**src/rtl/core/dcrpd_pkg.sv**
```systemverilog
// ----------------------------------------------------------------------------
// dcrpd_pkg
// Shared widths, operation codes, register indexes and the pipeline sideband
// type of the two-channel ramped pwm dimmer.
// ----------------------------------------------------------------------------
package dcrpd_pkg;

  localparam int unsigned OP_W        = 3;
  localparam int unsigned TIME_W      = 32;
  localparam int unsigned LEVEL_IN_W  = 16;
  localparam int unsigned LEVEL_OUT_W = 10;
  localparam int unsigned CMP_W       = 16;
  localparam int unsigned INTERVAL_W  = 16;
  localparam int unsigned STEP_W      = 10;
  localparam int unsigned PERIOD_W    = 17;
  localparam int unsigned CFG_IDX_W   = 2;
  localparam int unsigned CFG_DATA_W  = 17;

  // one product stage, then one reciprocal multiply stage
  localparam int unsigned SCALE_STAGES = 2;

  localparam logic [OP_W-1:0] OP_POLL      = 3'd0;
  localparam logic [OP_W-1:0] OP_SET_WARM  = 3'd1;
  localparam logic [OP_W-1:0] OP_SET_COOL  = 3'd2;
  localparam logic [OP_W-1:0] OP_SET_BOTH  = 3'd3;
  localparam logic [OP_W-1:0] OP_OFF       = 3'd4;

  localparam logic [CFG_IDX_W-1:0] REG_STEP_INTERVAL = 2'd0;
  localparam logic [CFG_IDX_W-1:0] REG_STEP_SIZE     = 2'd1;
  localparam logic [CFG_IDX_W-1:0] REG_PERIOD        = 2'd2;

  localparam logic [INTERVAL_W-1:0] RST_STEP_INTERVAL = 16'd10;
  localparam logic [STEP_W-1:0]     RST_STEP_SIZE     = 10'd10;
  localparam logic [PERIOD_W-1:0]   RST_PERIOD        = 17'd1000;

  typedef struct packed {
    logic [LEVEL_OUT_W-1:0] level_w;
    logic [LEVEL_OUT_W-1:0] level_c;
    logic [LEVEL_OUT_W-1:0] target_w;
    logic [LEVEL_OUT_W-1:0] target_c;
    logic                   updated;
    logic                   recompute;
    logic                   zero;
  } sb_t;

endpackage

```
**src/rtl/core/dcrpd_cmd_if.sv**
```systemverilog
// ----------------------------------------------------------------------------
// dcrpd_cmd_if
// Command channel: operation, time stamp and requested levels.
// ----------------------------------------------------------------------------
interface dcrpd_cmd_if;
  logic                               valid;
  logic                               ready;
  logic [dcrpd_pkg::OP_W-1:0]         operation;
  logic [dcrpd_pkg::TIME_W-1:0]       now_ms;
  logic [dcrpd_pkg::LEVEL_IN_W-1:0]   warm_level_in;
  logic [dcrpd_pkg::LEVEL_IN_W-1:0]   cool_level_in;

  modport source (output valid, output operation, output now_ms,
                  output warm_level_in, output cool_level_in, input ready);
  modport sink   (input valid, input operation, input now_ms,
                  input warm_level_in, input cool_level_in, output ready);
endinterface

```
**src/rtl/core/dcrpd_rsp_if.sv**
```systemverilog
// ----------------------------------------------------------------------------
// dcrpd_rsp_if
// Result channel: compare counts, current levels and targets.
// ----------------------------------------------------------------------------
interface dcrpd_rsp_if;
  logic                                valid;
  logic                                ready;
  logic [dcrpd_pkg::CMP_W-1:0]         warm_compare;
  logic [dcrpd_pkg::CMP_W-1:0]         cool_compare;
  logic [dcrpd_pkg::LEVEL_OUT_W-1:0]   warm_level_now;
  logic [dcrpd_pkg::LEVEL_OUT_W-1:0]   cool_level_now;
  logic [dcrpd_pkg::LEVEL_OUT_W-1:0]   warm_target_now;
  logic [dcrpd_pkg::LEVEL_OUT_W-1:0]   cool_target_now;
  logic                                compare_updated;

  modport source (output valid, output warm_compare, output cool_compare,
                  output warm_level_now, output cool_level_now,
                  output warm_target_now, output cool_target_now,
                  output compare_updated, input ready);
  modport sink   (input valid, input warm_compare, input cool_compare,
                  input warm_level_now, input cool_level_now,
                  input warm_target_now, input cool_target_now,
                  input compare_updated, output ready);
endinterface

```
**src/rtl/core/dcrpd_cfg_if.sv**
```systemverilog
// ----------------------------------------------------------------------------
// dcrpd_cfg_if
// Register write channel: register index and write data.
// ----------------------------------------------------------------------------
interface dcrpd_cfg_if;
  logic                               valid;
  logic                               ready;
  logic [dcrpd_pkg::CFG_IDX_W-1:0]    index;
  logic [dcrpd_pkg::CFG_DATA_W-1:0]   data;

  modport source (output valid, output index, output data, input ready);
  modport sink   (input valid, input index, input data, output ready);
endinterface

```
**src/rtl/core/dual_channel_ramped_pwm_dimmer.sv**
```systemverilog
// ----------------------------------------------------------------------------
// dual_channel_ramped_pwm_dimmer
// Two-channel warm/cool led dimmer with slew-limited ramping and pwm compare
// computation.
//
//   channel  dir   handshake      carries
//   cfg      in    valid/ready    register index, write data
//   cmd      in    valid/ready    operation, now_ms, warm/cool level requests
//   rsp      out   valid/ready    compares, levels, targets, compare_updated
//
// One command per cycle sustained while rsp is ready; a result passes the
// input register, one stage while the levels settle, the product and
// reciprocal stages of the scale unit, then the output register.
// Ramp state is written as each command leaves s0, so back-to-back commands see it.
// Synchronous reset clears state, compares and all valid flags; cfg is
// always ready. A stalled rsp holds the pipeline and bubbles are squeezed
// out, so cmd keeps taking items until every stage is full.
// ----------------------------------------------------------------------------
module dual_channel_ramped_pwm_dimmer #(
  parameter int unsigned MAX_LEVEL = 1000
) (
  input  logic               clk,
  input  logic               rst,
  dcrpd_cfg_if.sink          cfg,
  dcrpd_cmd_if.sink          cmd,
  dcrpd_rsp_if.source        rsp
);
  import dcrpd_pkg::*;

  localparam int unsigned LW = $clog2(MAX_LEVEL + 1);
  localparam int unsigned NS = SCALE_STAGES + 1;

  // registers
  logic [INTERVAL_W-1:0] step_interval;
  logic [STEP_W-1:0]     step_size;
  logic [PERIOD_W-1:0]   period;

  // ramp state
  logic [LW-1:0]     warm_target, cool_target, warm_level, cool_level;
  logic [TIME_W-1:0] last_step_time;
  logic [LW-1:0]     warm_target_next, cool_target_next;
  logic [LW-1:0]     warm_level_next, cool_level_next;
  logic [TIME_W-1:0] last_step_time_next;
  logic              recompute, zero;

  // input register
  logic                  s0_valid;
  logic [OP_W-1:0]       s0_op;
  logic [TIME_W-1:0]     s0_now;
  logic [LEVEL_IN_W-1:0] s0_wl, s0_cl;

  // pipeline control
  logic [NS-1:0] v, v_next, ld, free, leave;
  logic          ld_out;
  sb_t           sb [NS];
  sb_t           sb_new;

  logic [LW-1:0]     ramp_w, ramp_c;
  logic              moved_w, moved_c;
  logic [TIME_W-1:0] elapsed;
  logic              step_due;
  logic [CMP_W-1:0]  cmp_w, cmp_c;

  function automatic logic [LW-1:0] clamp_level(input logic [LEVEL_IN_W-1:0] x);
    return (32'(x) > MAX_LEVEL) ? LW'(MAX_LEVEL) : LW'(x);
  endfunction

  // register writes
  assign cfg.ready = 1'b1;

  always_ff @(posedge clk) begin
    if (rst) begin
      step_interval <= RST_STEP_INTERVAL;
      step_size     <= RST_STEP_SIZE;
      period        <= RST_PERIOD;
    end else if (cfg.valid) begin
      unique case (cfg.index)
        REG_STEP_INTERVAL: step_interval <= INTERVAL_W'(cfg.data);
        REG_STEP_SIZE:     step_size     <= STEP_W'(cfg.data);
        REG_PERIOD:        period        <= cfg.data;
        default: ;
      endcase
    end
  end

  // input register
  assign cmd.ready = !s0_valid || ld[0];

  always_ff @(posedge clk) begin
    if (rst) begin
      s0_valid <= 1'b0;
    end else if (cmd.valid && cmd.ready) begin
      s0_valid <= 1'b1;
    end else if (ld[0]) begin
      s0_valid <= 1'b0;
    end
  end

  always_ff @(posedge clk) begin
    if (cmd.valid && cmd.ready) begin
      s0_op  <= cmd.operation;
      s0_now <= cmd.now_ms;
      s0_wl  <= cmd.warm_level_in;
      s0_cl  <= cmd.cool_level_in;
    end
  end

  // ramp step
  dcrpd_ramp #(.LW(LW)) u_ramp_w (
    .cur   (warm_level),
    .tgt   (warm_target),
    .step  (step_size),
    .nxt   (ramp_w),
    .moved (moved_w)
  );

  dcrpd_ramp #(.LW(LW)) u_ramp_c (
    .cur   (cool_level),
    .tgt   (cool_target),
    .step  (step_size),
    .nxt   (ramp_c),
    .moved (moved_c)
  );

  assign elapsed  = s0_now - last_step_time;
  assign step_due = (elapsed >= TIME_W'(step_interval));

  always_comb begin
    warm_target_next    = warm_target;
    cool_target_next    = cool_target;
    warm_level_next     = warm_level;
    cool_level_next     = cool_level;
    last_step_time_next = last_step_time;
    recompute           = 1'b0;
    zero                = 1'b0;
    unique case (s0_op)
      OP_POLL: begin
        if (step_due) begin
          last_step_time_next = s0_now;
          warm_level_next     = ramp_w;
          cool_level_next     = ramp_c;
          recompute           = moved_w || moved_c;
        end
      end
      OP_SET_WARM: warm_target_next = clamp_level(s0_wl);
      OP_SET_COOL: cool_target_next = clamp_level(s0_cl);
      OP_SET_BOTH: begin
        warm_target_next = clamp_level(s0_wl);
        cool_target_next = clamp_level(s0_cl);
      end
      OP_OFF: begin
        warm_target_next = '0;
        cool_target_next = '0;
        warm_level_next  = '0;
        cool_level_next  = '0;
        zero             = 1'b1;
      end
      default: ;
    endcase
  end

  always_ff @(posedge clk) begin
    if (rst) begin
      warm_target    <= '0;
      cool_target    <= '0;
      warm_level     <= '0;
      cool_level     <= '0;
      last_step_time <= '0;
    end else if (ld[0]) begin
      warm_target    <= warm_target_next;
      cool_target    <= cool_target_next;
      warm_level     <= warm_level_next;
      cool_level     <= cool_level_next;
      last_step_time <= last_step_time_next;
    end
  end

  always_comb begin
    sb_new.level_w   = LEVEL_OUT_W'(warm_level_next);
    sb_new.level_c   = LEVEL_OUT_W'(cool_level_next);
    sb_new.target_w  = LEVEL_OUT_W'(warm_target_next);
    sb_new.target_c  = LEVEL_OUT_W'(cool_target_next);
    sb_new.updated   = recompute || zero;
    sb_new.recompute = recompute;
    sb_new.zero      = zero;
  end

  // stage k moves forward when the stage after it has room; bubbles collapse
  assign ld_out        = v[NS-1] && (!rsp.valid || rsp.ready);
  assign free[NS-1]    = !v[NS-1] || ld_out;
  assign ld[0]         = s0_valid && free[0];

  for (genvar k = 0; k < NS - 1; k++) begin : g_ctl
    assign ld[k+1] = v[k] && free[k+1];
    assign free[k] = !v[k] || ld[k+1];
  end

  assign leave  = {ld_out, ld[NS-1:1]};
  assign v_next = (v & ~leave) | ld;

  always_ff @(posedge clk) begin
    if (rst) begin
      v <= '0;
    end else begin
      v <= v_next;
    end
  end

  always_ff @(posedge clk) begin
    if (ld[0]) begin
      sb[0] <= sb_new;
    end
  end

  for (genvar k = 1; k < NS; k++) begin : g_sb
    always_ff @(posedge clk) begin
      if (ld[k]) begin
        sb[k] <= sb[k-1];
      end
    end
  end

  // while stage 0 holds an item the level registers hold exactly its levels
  dcrpd_scale #(.MAX_LEVEL(MAX_LEVEL)) u_scale_w (
    .clk     (clk),
    .en      (ld[NS-1:1]),
    .period  (period),
    .level   (warm_level),
    .compare (cmp_w)
  );

  dcrpd_scale #(.MAX_LEVEL(MAX_LEVEL)) u_scale_c (
    .clk     (clk),
    .en      (ld[NS-1:1]),
    .period  (period),
    .level   (cool_level),
    .compare (cmp_c)
  );

  // output register, its compares double as the compare state
  always_ff @(posedge clk) begin
    if (rst) begin
      rsp.valid <= 1'b0;
    end else if (ld_out) begin
      rsp.valid <= 1'b1;
    end else if (rsp.ready) begin
      rsp.valid <= 1'b0;
    end
  end

  always_ff @(posedge clk) begin
    if (rst) begin
      rsp.warm_compare    <= '0;
      rsp.cool_compare    <= '0;
      rsp.warm_level_now  <= '0;
      rsp.cool_level_now  <= '0;
      rsp.warm_target_now <= '0;
      rsp.cool_target_now <= '0;
      rsp.compare_updated <= 1'b0;
    end else if (ld_out) begin
      if (sb[NS-1].recompute) begin
        rsp.warm_compare <= cmp_w;
        rsp.cool_compare <= cmp_c;
      end else if (sb[NS-1].zero) begin
        rsp.warm_compare <= '0;
        rsp.cool_compare <= '0;
      end
      rsp.warm_level_now  <= sb[NS-1].level_w;
      rsp.cool_level_now  <= sb[NS-1].level_c;
      rsp.warm_target_now <= sb[NS-1].target_w;
      rsp.cool_target_now <= sb[NS-1].target_c;
      rsp.compare_updated <= sb[NS-1].updated;
    end
  end

endmodule

```
**src/rtl/core/dcrpd_ramp.sv**
```systemverilog
// ----------------------------------------------------------------------------
// dcrpd_ramp
// One slew step of a channel: moves the level toward its target by the step
// size without overshoot and flags whether the channel was off target.
// ----------------------------------------------------------------------------
module dcrpd_ramp #(
  parameter int unsigned LW = 10
) (
  input  logic [LW-1:0]                cur,
  input  logic [LW-1:0]                tgt,
  input  logic [dcrpd_pkg::STEP_W-1:0] step,
  output logic [LW-1:0]                nxt,
  output logic                         moved
);
  import dcrpd_pkg::*;

  localparam int unsigned SW = ((LW > STEP_W) ? LW : STEP_W) + 1;

  logic [SW-1:0] sum;
  logic [LW-1:0] diff;

  assign sum  = SW'(cur) + SW'(step);
  assign diff = cur - tgt;

  always_comb begin
    nxt   = cur;
    moved = 1'b0;
    if (cur != tgt) begin
      moved = 1'b1;
      if (cur < tgt) begin
        nxt = (sum > SW'(tgt)) ? tgt : LW'(sum);
      end else begin
        // cur is above step here whenever the subtraction is taken
        nxt = (SW'(diff) <= SW'(step)) ? tgt : LW'(SW'(cur) - SW'(step));
      end
    end
  end

endmodule

```
**src/rtl/core/dcrpd_scale.sv**
```systemverilog
// ----------------------------------------------------------------------------
// dcrpd_scale
// Pipelined level to compare conversion: round(period * level / MAX_LEVEL),
// saturated to the compare width. One product stage, then a multiply by the
// rounded-up reciprocal of the constant.
// ----------------------------------------------------------------------------
module dcrpd_scale #(
  parameter int unsigned MAX_LEVEL = 1000
) (
  input  logic                                 clk,
  input  logic [dcrpd_pkg::SCALE_STAGES-1:0]   en,
  input  logic [dcrpd_pkg::PERIOD_W-1:0]       period,
  input  logic [$clog2(MAX_LEVEL+1)-1:0]       level,
  output logic [dcrpd_pkg::CMP_W-1:0]          compare
);
  import dcrpd_pkg::*;

  localparam int unsigned LW = $clog2(MAX_LEVEL + 1);
  localparam int unsigned PW = PERIOD_W + LW;
  localparam logic [PW-1:0] HALF    = PW'(MAX_LEVEL / 2);
  localparam logic [PW-1:0] SAT_LIM = PW'(MAX_LEVEL) << CMP_W;

  // below the saturation limit the rounded product fits in QW bits
  localparam int unsigned CL = $clog2(MAX_LEVEL);
  localparam int unsigned QW = CMP_W + CL;
  localparam int unsigned RS = QW + CL;
  localparam int unsigned MW = QW + 1;
  localparam int unsigned XW = QW + MW;
  localparam logic [63:0] RECIP =
    ((64'd1 << RS) + 64'(MAX_LEVEL) - 64'd1) / 64'(MAX_LEVEL);
  localparam logic [MW-1:0] RECIP_M = RECIP[MW-1:0];

  logic [PW-1:0]    prod;
  logic [XW-1:0]    recip_prod;
  logic [CMP_W-1:0] quot;
  logic             sat;

  always_ff @(posedge clk) begin
    if (en[0]) begin
      prod <= PW'(period) * PW'(level) + HALF;
    end
  end

  // floor(prod / MAX_LEVEL), exact over the unsaturated range
  assign recip_prod = XW'(prod[QW-1:0]) * XW'(RECIP_M);

  always_ff @(posedge clk) begin
    if (en[1]) begin
      sat  <= (prod >= SAT_LIM);
      quot <= recip_prod[RS +: CMP_W];
    end
  end

  assign compare = sat ? '1 : quot;

endmodule

```
**src/flat_wrapper.sv**
```systemverilog
// flat-port wrapper written by rule: the top's interface ports become plain ports
module dual_channel_ramped_pwm_dimmer_flat import dcrpd_pkg::*;
#(
  parameter int unsigned MAX_LEVEL = 1000
)
  (clk, rst, cfg_valid, cfg_index, cfg_data, cfg_ready, cmd_valid, cmd_operation, cmd_now_ms, cmd_warm_level_in, cmd_cool_level_in, cmd_ready, rsp_valid, rsp_warm_compare, rsp_cool_compare, rsp_warm_level_now, rsp_cool_level_now, rsp_warm_target_now, rsp_cool_target_now, rsp_compare_updated, rsp_ready);
  dcrpd_cfg_if cfg_i ();
  dcrpd_cmd_if cmd_i ();
  dcrpd_rsp_if rsp_i ();
  input  logic clk;
  input  logic rst;
  input wire logic [$bits(cfg_i.valid)-1:0] cfg_valid;
  input wire logic [$bits(cfg_i.index)-1:0] cfg_index;
  input wire logic [$bits(cfg_i.data)-1:0] cfg_data;
  output wire logic [$bits(cfg_i.ready)-1:0] cfg_ready;
  input wire logic [$bits(cmd_i.valid)-1:0] cmd_valid;
  input wire logic [$bits(cmd_i.operation)-1:0] cmd_operation;
  input wire logic [$bits(cmd_i.now_ms)-1:0] cmd_now_ms;
  input wire logic [$bits(cmd_i.warm_level_in)-1:0] cmd_warm_level_in;
  input wire logic [$bits(cmd_i.cool_level_in)-1:0] cmd_cool_level_in;
  output wire logic [$bits(cmd_i.ready)-1:0] cmd_ready;
  output wire logic [$bits(rsp_i.valid)-1:0] rsp_valid;
  output wire logic [$bits(rsp_i.warm_compare)-1:0] rsp_warm_compare;
  output wire logic [$bits(rsp_i.cool_compare)-1:0] rsp_cool_compare;
  output wire logic [$bits(rsp_i.warm_level_now)-1:0] rsp_warm_level_now;
  output wire logic [$bits(rsp_i.cool_level_now)-1:0] rsp_cool_level_now;
  output wire logic [$bits(rsp_i.warm_target_now)-1:0] rsp_warm_target_now;
  output wire logic [$bits(rsp_i.cool_target_now)-1:0] rsp_cool_target_now;
  output wire logic [$bits(rsp_i.compare_updated)-1:0] rsp_compare_updated;
  input wire logic [$bits(rsp_i.ready)-1:0] rsp_ready;
  assign cfg_i.valid = cfg_valid;
  assign cfg_i.index = cfg_index;
  assign cfg_i.data = cfg_data;
  assign cfg_ready = cfg_i.ready;
  assign cmd_i.valid = cmd_valid;
  assign cmd_i.operation = cmd_operation;
  assign cmd_i.now_ms = cmd_now_ms;
  assign cmd_i.warm_level_in = cmd_warm_level_in;
  assign cmd_i.cool_level_in = cmd_cool_level_in;
  assign cmd_ready = cmd_i.ready;
  assign rsp_valid = rsp_i.valid;
  assign rsp_warm_compare = rsp_i.warm_compare;
  assign rsp_cool_compare = rsp_i.cool_compare;
  assign rsp_warm_level_now = rsp_i.warm_level_now;
  assign rsp_cool_level_now = rsp_i.cool_level_now;
  assign rsp_warm_target_now = rsp_i.warm_target_now;
  assign rsp_cool_target_now = rsp_i.cool_target_now;
  assign rsp_compare_updated = rsp_i.compare_updated;
  assign rsp_i.ready = rsp_ready;
  dual_channel_ramped_pwm_dimmer #(.MAX_LEVEL(MAX_LEVEL)) u_core (.clk(clk), .rst(rst), .cfg(cfg_i), .cmd(cmd_i), .rsp(rsp_i));
endmodule
```
**config.mk**
```make
export PLATFORM = sky130hd
export DESIGN_NAME = dual_channel_ramped_pwm_dimmer_flat
export DESIGN_NICKNAME = d
export VERILOG_FILES = /design/src/rtl/core/dcrpd_pkg.sv /design/src/rtl/core/dcrpd_cmd_if.sv /design/src/rtl/core/dcrpd_rsp_if.sv /design/src/rtl/core/dcrpd_cfg_if.sv /design/src/rtl/core/dual_channel_ramped_pwm_dimmer.sv /design/src/rtl/core/dcrpd_ramp.sv /design/src/rtl/core/dcrpd_scale.sv /design/src/flat_wrapper.sv
export SDC_FILE = /design/constraint.sdc
export NUM_CORES = 2
export LEC_CHECK = 0
export BUFFER_PORTS_ARGS = -buffer_cell sky130_fd_sc_hd__buf_4
export CAP_MARGIN = 10
export CORE_MARGIN = 2
export CORE_UTILIZATION = 25
export CTS_CLUSTER_DIAMETER = 40
export DETAILED_ROUTE_END_ITERATION = 6
export GPL_ROUTABILITY_DRIVEN = 0
export SYNTH_ARGS = -nofsm -noshare
export SYNTH_HDL_FRONTEND = slang
export SYNTH_SLANG_ARGS = --single-unit
```
**constraint.sdc**
```tcl
create_clock -name clk -period 17.4 [get_ports clk]
set_clock_uncertainty 0.05 [all_clocks]
set_input_delay 2.61 -clock clk [delete_from_list [all_inputs] [get_ports clk]]
set_output_delay 2.61 -clock clk [all_outputs]
set_load 0.05 [all_outputs]
```
* Word level (Yosys, flattened, before mapping)
Memory sizes are Yosys's and may differ from the RTL's. Index checks and enable logic that the tools add are counted.
Operators by class: $mul 4, bitwise operators 3, reductions and logical operators 29, equality and inequality tests 8, order comparisons 11, add/subtract/negate cells 9, muxes and demuxes 36
Operator list (count):
- $mux 10 | 12
- $mul 26x27->52 const B | 2
- $mux 16 | 5
- $pmux 10 s2 | 4
- $add 27x9->27 const B | 2
- $ge 27x26->1 const B | 2
- $mul 17x10->27 | 2
- $sub 10x10->10 | 4
- $ge 32x16->1 | 1
- $gt 16x10->1 const B | 2
- $sub 32x32->32 | 1
- $add 10x10->11 | 2
- $gt 11x10->1 | 2
- $le 10x10->1 | 2
- $lt 10x10->1 | 2
- $ne 10x10->1 | 2
- $mux 1 | 15
- $reduce_and 2->1 | 4
- $logic_or 1x1->1 | 7
- $eq 3x2->1 const B | 2
- $reduce_bool 2->1 | 3
- $logic_and 1x1->1 | 5
- $logic_not 1->1 | 5
- $reduce_or 2->1 | 2
- other kinds (10) | 10
Storage, ports and cells: register bits 348, memories kept 1, input bits 91, bits in writable memories 129, output and inout bits 76
Memories:
- u_core.sb | words 3, width 43, read ports 3, clocked after Yosys merged registers in 0, write ports 3, line dual_channel_ramped_pwm_dimmer.sv:55 | sb_t sb [NS];

* Depth between registers and ports, before layout
word-level depth 12, mapped depth 27, mapped depth without buffers 27

* Cells and area by module
Synthesis repeated with hierarchy kept, for this count alone.
Second synthesis, totals: cells, all modules 5638, area, all modules 54852.6 um^2
By module, submodules not included:
- dcrpd_scale at u_core.u_scale_w | area an instance 17435.5 um^2, cells each 1808, times used 1, sequential area each 1321.3 um^2
- dcrpd_scale at u_core.u_scale_c | area an instance 17411.7 um^2, cells each 1795, times used 1, sequential area each 1321.3 um^2
- dual_channel_ramped_pwm_dimmer | area an instance 15711.3 um^2, cells each 1423, times used 1, sequential area each 9749.4 um^2
- dcrpd_ramp | area an instance 2147.1 um^2, cells each 306, times used 2, sequential area each 0.0 um^2

* Least setup slack after synthesis
Ideal clock, no wire load.
path kind in2reg, start point input port rsp_ready, end point memory u_core.sb[0][100] (netlist bit) (enable), stages 2, required time 16720 ps, library setup time 630 ps, data arrival time 8291 ps, path buffers 0, slack 8429 ps, path through nor2b_1 -> a21boi_0
RTL lines:
- start: declaration | line flat_wrapper.sv:30 | input wire logic [$bits(rsp_i.ready)-1:0] rsp_ready;
- end: declaration | line dual_channel_ramped_pwm_dimmer.sv:55

* Final worst setup path
start point register u_core.u_scale_c.prod[12], end point register u_core.u_scale_c.quot[15] (data pin)
On the way: word-level cells in the longest chain between the ends 1
Ends and longest elaborated chain:
- start: declaration | line dcrpd_scale.sv:33 | logic [PW-1:0] prod;
- start signal: assignment | line dcrpd_scale.sv:40 | prod <= PW'(period) * PW'(level) + HALF;
- $mul 26x27->52 | line dcrpd_scale.sv:45 | assign recip_prod = XW'(prod[QW-1:0]) * XW'(RECIP_M);
- net u_core.u_scale_c.recip_prod[51] | line dcrpd_scale.sv:34 | logic [XW-1:0] recip_prod;
- end signal: assignment | line dcrpd_scale.sv:50 | quot <= recip_prod[RS +: CMP_W];
- end: declaration | line dcrpd_scale.sv:35 | logic [CMP_W-1:0] quot;
The timed path passes the listed nets, and every way through them passes these cells. A chain may end at the register's enable or synchronous reset.

==> results.md <==
* Outcome: completed
* Max cap viols at 0
* Yosys warning total at 0
* Synth Register Bits at 477
* Area Growth Syn to Fin at 13.6%
* Final Cell Area at 60,200 sq um
* Max IR drop VDD at about 0.000087 V
* Htree depth at 3
* Synthesized area at 53,000 sq um
* Post-CTS Hold Fix Bufs at 0
* Required @ worst endpoint at 17.77 ns
* Post-CTS Setup Inserts at 0
* Sequential share of the synthesized area at 23.4%
* Combinational power share at 47.7%
* Worst-skew pair later-pin latency at between 0.6 and 0.7 ns
* WL final at 134,000 microns
* Share of cells above drive strength 1 at under 10%
* Initial antenna violation count at 3
* Critical path arrival at 7.63 ns
* Final Hold Vio Count at 0
* # resized after CTS at 0
* CTS root buf: clkbuf_16
* Synth cell types at 82
* Share of the synthesized area in the top cell type at between 20 and 30%
* Total GRT Usage at about 12%
* Pre-CTS WS at a little over 10 ns
* DRC Markers at 0
* Chip height at 464 microns
* Biggest area consumer among synthesized cells: fa_1
* Vias in the first global route at slightly below 40,000
* FILL cells at 22,200
* Die Span X at 464 microns
* Effective utilization at floorplan at roughly a quarter
* ANT cells at 0
* Core region area at 211,000 sq um
* Antenna Nets Post-Route at 0
* Final nets at about 7,000
* Slew @ Worst Pin at 1.08 ns
* Die ar. at 216,000 sq um
* Clock sink count at ~480
* Vias at 36,800
* Post-synth EDFFs at 284
* Hold Crit Class: reg2reg
* Wire length per cell at 16.1 microns
* Final period util at 41.7%
* Leak at 0.0276 uW
* DRT iter0 DRCs at 2,179
* Setup TNS at 0 ns
* Slew Viols, Final at 0
* Switching pwr at between 2000 and 2500 uW
* Async SR Flop Fraction at 0%
* Clock power frac at 28.5%
* CP Max Fanout at 7
* Fmax at 138 MHz
* Row cnt at 169
* Total gr overflow at 0
* RSZ-0062 raised after global routing: false
* Worst slew margin at 27.3%
* Commonest non-fill, non-tap cell in the layout: inv_1
* Worst setup margin at 10.15 ns
* Most frequent cells in the layout: inv_1 (1,156), ha_1 (823), fa_1 (681), nand2_1 (536), a21oi_1 (291)
* Largest net degree at the start of global routing at 109
* Avg Cell Area, Syn at ~10 sq um
* Top_reg_cell synth: edfxtp_1
* Total CTS buffers at 75
* Post-layout util at 28.5%
* First-pass GRT wire length at 215,000 microns
* Clock transition at the registers of the reported paths at ~0.060 ns
* CTS Buffer Depth at 3
* P_int at roughly 3300 uW
* TritonCTS clock tree: yes
* DPL Wire Length at around 110,000 microns
* Worst Setup Start Kind: flip-flop
* Final setup violation count at 0
* Via/cell ratio at ~4.4
* IO Pins at about 170
* Final cell count without fillers at 8,360
* Port Buffer Count at 165
* Fin crit period at 7.25 ns
* Sw Ratio at 38.8%
* Critical path type: reg2reg
* Worst setup EP type: flip-flop
* Placed cells at 8,220
* Seq pwr share at 23.8%
* DRT Pass-1 Iters at 5
* Synth area leaders: fa_1 (26%), ha_1 (19%), edfxtp_1 (16%)
* DP Area at 57,600 sq um
* Synth Instances at between 5,000 and 6,000
* Syn Nets at 6,936
* Pwr Density at around 91 nW/um^2
[sequential cells by signal, summed over array words and instances, names as in the netlist, 16 cells and up]
signal and count:
u_core.sb 129, u_core.last_step_time 32, u_core.s0_now 32, u_core.u_scale_c.prod 27, u_core.u_scale_w.prod 27, u_core.period 17
u_core.rsp.cool_compare 16, u_core.rsp.warm_compare 16, u_core.s0_cl 16, u_core.s0_wl 16, u_core.step_interval 16, u_core.u_scale_c.quot 16
u_core.u_scale_w.quot 16
[cell families after synthesis]
logic type,after synthesis,synth area share (%)
simple gates,1120,10.0
flops,477,23.4
buf+inv,1311,9.37
xor+xnor,122,2.02
compound gates,768,9.35
other cells,1,0.00708
mux,38,0.722
fa+ha+maj,1504,45.2
[power groups by stage]
stage / combinational (uW) / clock (uW) / sequential, uW
5_1_grt: 2990 / 1650 / 1300
3_5_place_dp: 2590 / 0 / 1320
4_1_cts: 2610 / 1600 / 1300
3_3_place_gp: 2530 / 0 / 1320
6_report: 2600 / 1560 / 1300
2_1_floorplan: 1890 / 0 / 1310
[metrics by stage]
stage | total power [uW] | hold WS, ns
floorplan | 3200 | 0.350
global placement | 3850 | 0.353
detailed placement | 3910 | 0.355
CTS | 5520 | 0.367
global route | 5950 | 0.375
finish | 5460 | 0.365
[critical path: stages (launching register included)]
cell,delay (ns)
edfxtp_1,0.61
inv_1,0.20
ha_1,0.35
inv_1,0.09
fa_1,0.51
inv_1,0.06
fa_1,0.49
inv_1,0.05
fa_1,0.53
inv_1,0.05
fa_1,0.39
fa_1,0.53
inv_1,0.06
fa_1,0.48
inv_1,0.04
ha_1,0.33
a21o_1,0.17
a21oi_1,0.13
o21a_1,0.13
o21ai_0,0.10
or3_1,0.37
o211ai_1,0.36
a31oi_1,0.24
o21ai_0,0.27
nand2_1,0.14
a21oi_1,0.20
xnor2_1,0.08
[synth_stat cells, drive strengths merged (40+ instances only)]
cell and n:
nand3 41, o21ai 124, nand2b 82, a21oi 292
nor2 137, ha 823, a21o 74, clkbuf 134
xnor2 93, and2 140, dfxtp 193, edfxtp 284
fa 681, nand2 537, nor2b 40, inv 1157
[final cells by class]
type / instances / area [sq um] / area share, %
well taps: 2821 / 3530 / 5.86
inverters: 1157 / 4340 / 7.22
clock inverters: 45 / 577 / 0.958
multi-input cells: 3553 / 35700 / 59.3
flip-flops and latches: 477 / 12400 / 20.6
repair buffers: 212 / 1600 / 2.65
clock buffers: 95 / 2060 / 3.43
[path summary, 6_finish.rpt]
| check | start | end | slack, ns | cells past startpoint |
|---|---|---|---|---|
| setup / recovery | u_core.u_scale_c.prod[12] | u_core.u_scale_c.quot[15] | 10.15 | 26 |
| hold / removal | u_core.sb[0][5] | u_core.sb[0][48] | 0.36 | 0 |
| setup reg to reg | u_core.u_scale_c.prod[12] | u_core.u_scale_c.quot[15] | 10.15 | 26 |
| hold reg to reg | u_core.sb[0][5] | u_core.sb[0][48] | 0.36 | 0 |
[routing by layer]
metal  vias up  routed length (microns)  GRT usage [%]
met1     18200                    60200           16.5
met4         6                     3360           3.43
li1      17600                        -              -
met3       197                     7260           2.08
met2       874                    63500           20.9
met5         -                       41              0
Note: power is estimated with default switching activity, not from simulation.
